==> config.mk <==
export PLATFORM = sky130hd
export DESIGN_NAME = zcms_cfg
export DESIGN_NICKNAME = d
export VERILOG_FILES = /design/src/hdl/zcms_pkg.sv /design/src/hdl/zcms_cfg.sv
export SDC_FILE = /design/constraint.sdc
export NUM_CORES = 1
export LEC_CHECK = 0
export BUFFER_PORTS_ARGS = -buffer_cell sky130_fd_sc_hd__buf_2
export CORE_AREA = 2 2 177 179
export DETAILED_ROUTE_END_ITERATION = 8
export DIE_AREA = 0 0 179 181
export SYNTH_ARGS = -nofsm -noshare
export SYNTH_HDL_FRONTEND = slang
export SYNTH_SLANG_ARGS = --single-unit
==> constraint.sdc <==
create_clock -name clk -period 1.4 [get_ports clk]
set_input_delay 0.14 -clock clk [delete_from_list [all_inputs] [get_ports clk]]
set_output_delay 0.14 -clock clk [all_outputs]
set_load 0.01 [all_outputs]
==> src/hdl/zcms_pkg.sv <==
`default_nettype none
// ----------------------------------------------------------------------------
// zcms_pkg
// Shared types, constants and a helper function of the zero contour tracer.
// ----------------------------------------------------------------------------
package zcms_pkg;

    localparam int GRID_MAX_DEFAULT = 256;
    localparam int SEG_LIMIT_DEFAULT = 10000;

    // Grid coordinates: origin plus up to 511 steps of a 31-bit spacing.
    localparam int COORD_W = 42;

    localparam logic [31:0] X_ORIGIN_RST = 32'sd0;
    localparam logic [31:0] Y_TOP_RST = 32'sd65536;
    localparam logic [30:0] X_STEP_RST = 31'd4096;
    localparam logic [30:0] Y_STEP_RST = 31'd4096;
    localparam logic [8:0] GRID_SIZE_RST = 9'd16;
    localparam logic [15:0] SEG_LIMIT_RST = 16'(SEG_LIMIT_DEFAULT);

    // Register indexes of the configuration port.
    localparam logic [2:0] REG_X_ORIGIN = 3'd0;
    localparam logic [2:0] REG_Y_TOP = 3'd1;
    localparam logic [2:0] REG_X_STEP = 3'd2;
    localparam logic [2:0] REG_Y_STEP = 3'd3;
    localparam logic [2:0] REG_GRID_SIZE = 3'd4;
    localparam logic [2:0] REG_SEG_LIMIT = 3'd5;

    typedef struct packed {
        logic signed [31:0] x_origin;
        logic signed [31:0] y_top;
        logic [30:0] x_step;
        logic [30:0] y_step;
        logic [8:0] grid_size;
        logic [15:0] segment_limit;
    } cfg_t;

    // One classified cell handed from the front part to the back part.
    typedef struct packed {
        logic signed [COORD_W-1:0] base_x0;
        logic signed [COORD_W-1:0] base_y0;
        logic signed [COORD_W-1:0] base_x1;
        logic signed [COORD_W-1:0] base_y1;
        logic signed [32:0] neg_a0;
        logic signed [32:0] den0;
        logic signed [31:0] dx0;
        logic signed [31:0] dy0;
        logic signed [32:0] neg_a1;
        logic signed [32:0] den1;
        logic signed [31:0] dx1;
        logic signed [31:0] dy1;
        logic [15:0] seg_num;
    } cell_job_t;

    function automatic logic [31:0] sat32(input logic signed [65:0] v);
        logic [31:0] r;
        if (v > 66'sd2147483647)
            r = 32'h7fff_ffff;
        else if (v < -66'sd2147483648)
            r = 32'h8000_0000;
        else
            r = v[31:0];
        return r;
    endfunction

endpackage

`default_nettype wire

==> src/hdl/zcms_cfg.sv <==
`default_nettype none
// ----------------------------------------------------------------------------
// zcms_cfg
// APB register file holding the tracer's geometry and limit registers.
// ----------------------------------------------------------------------------
module zcms_cfg (
    input  wire logic        clk,
    input  wire logic        rst_n,
    input  wire logic        psel,
    input  wire logic        penable,
    input  wire logic        pwrite,
    input  wire logic [4:0]  paddr,
    input  wire logic [31:0] pwdata,
    output logic [31:0]      prdata,
    output logic             pready,
    output zcms_pkg::cfg_t   cfg
);
    import zcms_pkg::*;

    cfg_t cfg_reg;
    logic [2:0] idx;

    assign idx = paddr[4:2];
    assign pready = 1'b1;
    assign cfg = cfg_reg;

    always_ff @(posedge clk or negedge rst_n)
    begin
        if (!rst_n)
        begin
            cfg_reg.x_origin <= X_ORIGIN_RST;
            cfg_reg.y_top <= Y_TOP_RST;
            cfg_reg.x_step <= X_STEP_RST;
            cfg_reg.y_step <= Y_STEP_RST;
            cfg_reg.grid_size <= GRID_SIZE_RST;
            cfg_reg.segment_limit <= SEG_LIMIT_RST;
        end
        else if (psel && penable && pwrite)
        begin
            case (idx)
                REG_X_ORIGIN:  cfg_reg.x_origin <= pwdata;
                REG_Y_TOP:     cfg_reg.y_top <= pwdata;
                REG_X_STEP:    cfg_reg.x_step <= pwdata[30:0];
                REG_Y_STEP:    cfg_reg.y_step <= pwdata[30:0];
                REG_GRID_SIZE: cfg_reg.grid_size <= pwdata[8:0];
                REG_SEG_LIMIT: cfg_reg.segment_limit <= pwdata[15:0];
                default: ;
            endcase
        end
    end

    always_comb
    begin
        case (idx)
            REG_X_ORIGIN:  prdata = cfg_reg.x_origin;
            REG_Y_TOP:     prdata = cfg_reg.y_top;
            REG_X_STEP:    prdata = {1'b0, cfg_reg.x_step};
            REG_Y_STEP:    prdata = {1'b0, cfg_reg.y_step};
            REG_GRID_SIZE: prdata = {23'd0, cfg_reg.grid_size};
            REG_SEG_LIMIT: prdata = {16'd0, cfg_reg.segment_limit};
            default:       prdata = 32'd0;
        endcase
    end
endmodule

`default_nettype wire

; ---- Word level (Yosys, flattened, before mapping)
; Cells that the tools add are included.
[classes]
n_eq_ne = 5
mux = 1
n_reduce_logical = 9
[op_table]
columns = cell, count
row1 = $pmux W32 S6, 1
row2 = $reduce_and A2 Y1, 6
row3 = $eq A3 B2 Y1 const B, 2
row4 = $eq A3 B3 Y1 const B, 2
row5 = $eq A3 B1 Y1 const B, 1
row6 = $logic_not A3 Y1, 1
row7 = $logic_and A1 B1 Y1, 2
[word_totals]
out_inout_bits = 184
reg_bits = 151
inputBits = 42

; ---- Longest topological paths before layout
[depth]
word_depth = 3
ltp_mapped = 6

; ---- Worst setup path before layout
; No wires, ideal clock.
[synth_timing]
path_kind = input to output
startpoint = input paddr[2]
endpoint = output prdata[30]
cell_stages = 4
n_path_buf = 2
arrival_time_ps = 1218
slack_ps = 42
cell_sequence = buf_2 -> buf_4 -> mux4_2 -> and2_1
[synth_between]
elab_chain_cells = 2
[synth_lines]
columns = element, line_no
row1 = start: declaration, zcms_cfg.sv:12  ; input wire logic [4:0] paddr,
row2 = "$eq A3 B3 Y1, or another cell as far along", zcms_cfg.sv:54  ; case (idx)
row3 = $pmux W32 S6 (*), zcms_cfg.sv:54
row4 = end: declaration, zcms_cfg.sv:14  ; output logic [31:0] prdata,
; Every way passes the cells marked *; elsewhere a longest branch is shown, timed or not.

; ---- Worst setup path in the final report
[layout_timing]
startpoint = register cfg_reg, in the netlist cfg[30]
endpoint = output prdata[5]
[layout_between]
elab_chain_cells = 1
[layout_lines]
columns = element, line_no
row1 = start: declaration, zcms_cfg.sv:20  ; cfg_t cfg_reg;
row2 = $pmux W32 S6, zcms_cfg.sv:54
; Every way passes these cells.

==> flow_metrics.env <==
export IMPL_outcome="finished, violations left"
export IMPL_violations="setup timing"
export IMPL_hold_violations=0
export IMPL_synth_seq_cells=151
export IMPL_critPathLaunchType="flop"
export IMPL_synth_top_area_cell="dfrtp_1"
export IMPL_overflow=0
export IMPL_num_vias=5412
export IMPL_synth_seq_area_share=0.545
export IMPL_dieArea_sq_um=32400
export IMPL_antenna_found_initial=0
export IMPL_fillers=2965
export IMPL_wl_per_cell_um=18.4
export IMPL_place_area_sq_um=8980
export IMPL_cap_violations=0
export IMPL_h_tree_depth=4
export IMPL_whs_path_depth=2
export IMPL_firstDrtPassIters=4
export IMPL_gp_routability_congestion=0.763
export IMPL_drc=0
export IMPL_largest_reg_flops=151
export IMPL_clk_pin_slew_ns=0.07
export IMPL_syn_nets=506
export IMPL_peakVddDrop_mv=0.705
export IMPL_design_core_area_sq_um=30300
export IMPL_reg2reg_from="cfg[104]$_DFFE_PN0P_"
export IMPL_setup_slack_ns=-0.301
export IMPL_initial_core_util=0.229
export IMPL_synth_most_common_cell="dfrtp_1"
export IMPL_numCtsBuffers=17
export IMPL_ff2ff_path_depth=3
export IMPL_max_freq_ghz=0.588
export IMPL_area_growth_pct=54.3
export IMPL_syn_avg_cell_area_sq_um=15.0
export IMPL_drive_gt1_frac=0.572
export IMPL_drtIter0Drc=227
export IMPL_async_flop_share=1.00
export IMPL_row_count=64
export IMPL_rrSetupSlack_ns=0.34
export IMPL_design_area_sq_um=10700
export IMPL_criticalPathCategory="reg -> out"
export IMPL_min_delay_path_class="in -> reg"
export IMPL_grt_pass1_wl_um=35100
export IMPL_synth_commonest_cells="dfrtp_1 (142), mux2_1 (130), mux2_2 (33)"
export IMPL_crit_path_end_kind="output pin"
export IMPL_synth_cells=464
export IMPL_yosys_warnings=0
export IMPL_grt_util_all_layers=0.145
export IMPL_finalCritPeriodShare=1.22
export IMPL_place_ws_ns=-0.192
export IMPL_grt_start_max_net_pins=38
export IMPL_grt_pass1_vias=5726
export IMPL_holdWs_ns=0.0202
export IMPL_ys_types=40
export IMPL_clockRootBuffer="clkbuf_16"
export IMPL_synth_edff_count=0
export IMPL_r2r_end="cfg[104]$_DFFE_PN0P_"
export IMPL_nNetsFinal=878
export IMPL_arrival_ns=1.56
export IMPL_p_per_area_nw_per_um2=1380
export IMPL_ys_flop_type="dfrtp_1"
export IMPL_hpwl_um=15800
export IMPL_min_delay_start="pwdata[12]"
export IMPL_synth_top_area_share=0.511
export IMPL_fin_crit_ns=1.70
export IMPL_clock_latency_ns=0.42
export IMPL_cts_tree="yes"
export IMPL_skew_ns=0
export IMPL_die_h_um=181
export IMPL_die_x_um=179
export IMPL_totalWireLength_um=22900
export IMPL_via_per_inst=4.35
export IMPL_p_leak_nw=5.38
export IMPL_hold_end="cfg[12]$_DFFE_PN0P_"
export IMPL_port_buffers=222
export IMPL_setup_viol=31
export IMPL_rsz0062_at_grt="yes"
export IMPL_synth_area_top_cells="dfrtp_1 (51%), mux2_1 (21%), mux2_2 (5.3%)"
export IMPL_cts_buffer_depth=2
export IMPL_clkSinkCount=151
export IMPL_ant_nets=0
export IMPL_cp_max_fo=2
export IMPL_synth_area_sq_um=6950
export IMPL_cp_required_ns=1.26
export IMPL_pin_count=226
export IMPL_slew_violations=0
export IMPL_n_antenna_cell=0
worst max-delay path: stages (launching register included):
cell     delay [ns]
dfrtp_1        0.38
mux4_2         0.48
nand2_2        0.08
o21ai_2        0.06
buf_2          0.14
worst max path at each step:
stage	startpoint	end	cells past startpoint
floorplan	paddr[2]	prdata[30]	4
global placement	paddr[3]	cfg[27]$_DFFE_PN0P_	5
detailed placement	paddr[3]	cfg[34]$_DFFE_PN0P_	5
CTS	cfg[30]$_DFFE_PN0P_	prdata[5]	4
global route	cfg[30]$_DFFE_PN0P_	prdata[5]	4
finish	cfg[30]$_DFFE_PN0P_	prdata[5]	4
per-stage QoR:
stage          cells  power (mW)  setup TNS [ns]   util
3_5_place_dp    1099        9.32          -15.65  0.296
4_1_cts         1230        14.7           -7.96  0.346
2_1_floorplan    464        7.51               0      -
6_report        1245        14.8           -7.17  0.353
5_1_grt         1245        15.6           -9.32  0.353
3_3_place_gp    1099        9.24          -13.23  0.296
report_power, final:
part	internal [mW]	leakage (nW)	switching, mW
combinational	2.43	3.19	1.95
clock	2.55	0.278	2.03
sequential	5.26	1.91	0.574
total	10.2	5.38	4.56
logic make-up (layout without fill, tap and decap cells):
logic type / Yosys count / count (layout) / synth area share
simple gates: 48 / 48 / 0.0466
other cells: 1 / 1 / 0.000539
buf+inv: 31 / 416 / 0.0293
flops: 151 / 151 / 0.545
mux: 199 / 199 / 0.345
compound gates: 34 / 34 / 0.0338
repair_timing:
action,CTS,global route
pin swaps,34,8
setup endpoints to repair,31,31
setup buffers,72,15
hold endpoints to repair,169,0
hold buffers,27,0
resized for setup,33,27
cell type report:
| class | count | area [sq um] | share of cell area |
|---|---|---|---|
| inverters | 1 | 3.75 | 0.000350 |
| multi-input cells | 282 | 3130 | 0.292 |
| flip-flops and latches | 151 | 3790 | 0.353 |
| clock buffers | 18 | 439 | 0.0409 |
| repair buffers | 383 | 2730 | 0.254 |
| clock inverters | 14 | 141 | 0.0132 |
| well taps | 396 | 495 | 0.0462 |
cells in the final DEF (no fill, tap or decap), drive strengths merged, types with 2 or more instances in the layout:
master and instances:
a21oi 5, a311o 2, nor2b 2, and3 3, buf 356, dfstp 9
dlygate4sd3 27, clkinv 4, or2 2, nor2 10, o221ai 2, o21ai 3
inv 7, a211oi 2, nand2 8, mux2 163, clkinvlp 3, a22oi 7
o22ai 6, o211ai 3, nand2b 3, mux2i 20, dfrtp 142, clkbuf 18
and2 15, mux4 16
metal layers:
layer  track usage  wire length, um  vias to the layer above
li1              -                -                     2466
met1         0.183            10200                     2778
met2         0.241            11100                      147
met3        0.0343             1120                       21
met4        0.0488              461                        0
met5             0                0                        -
(Power assumes the default switching activity.)
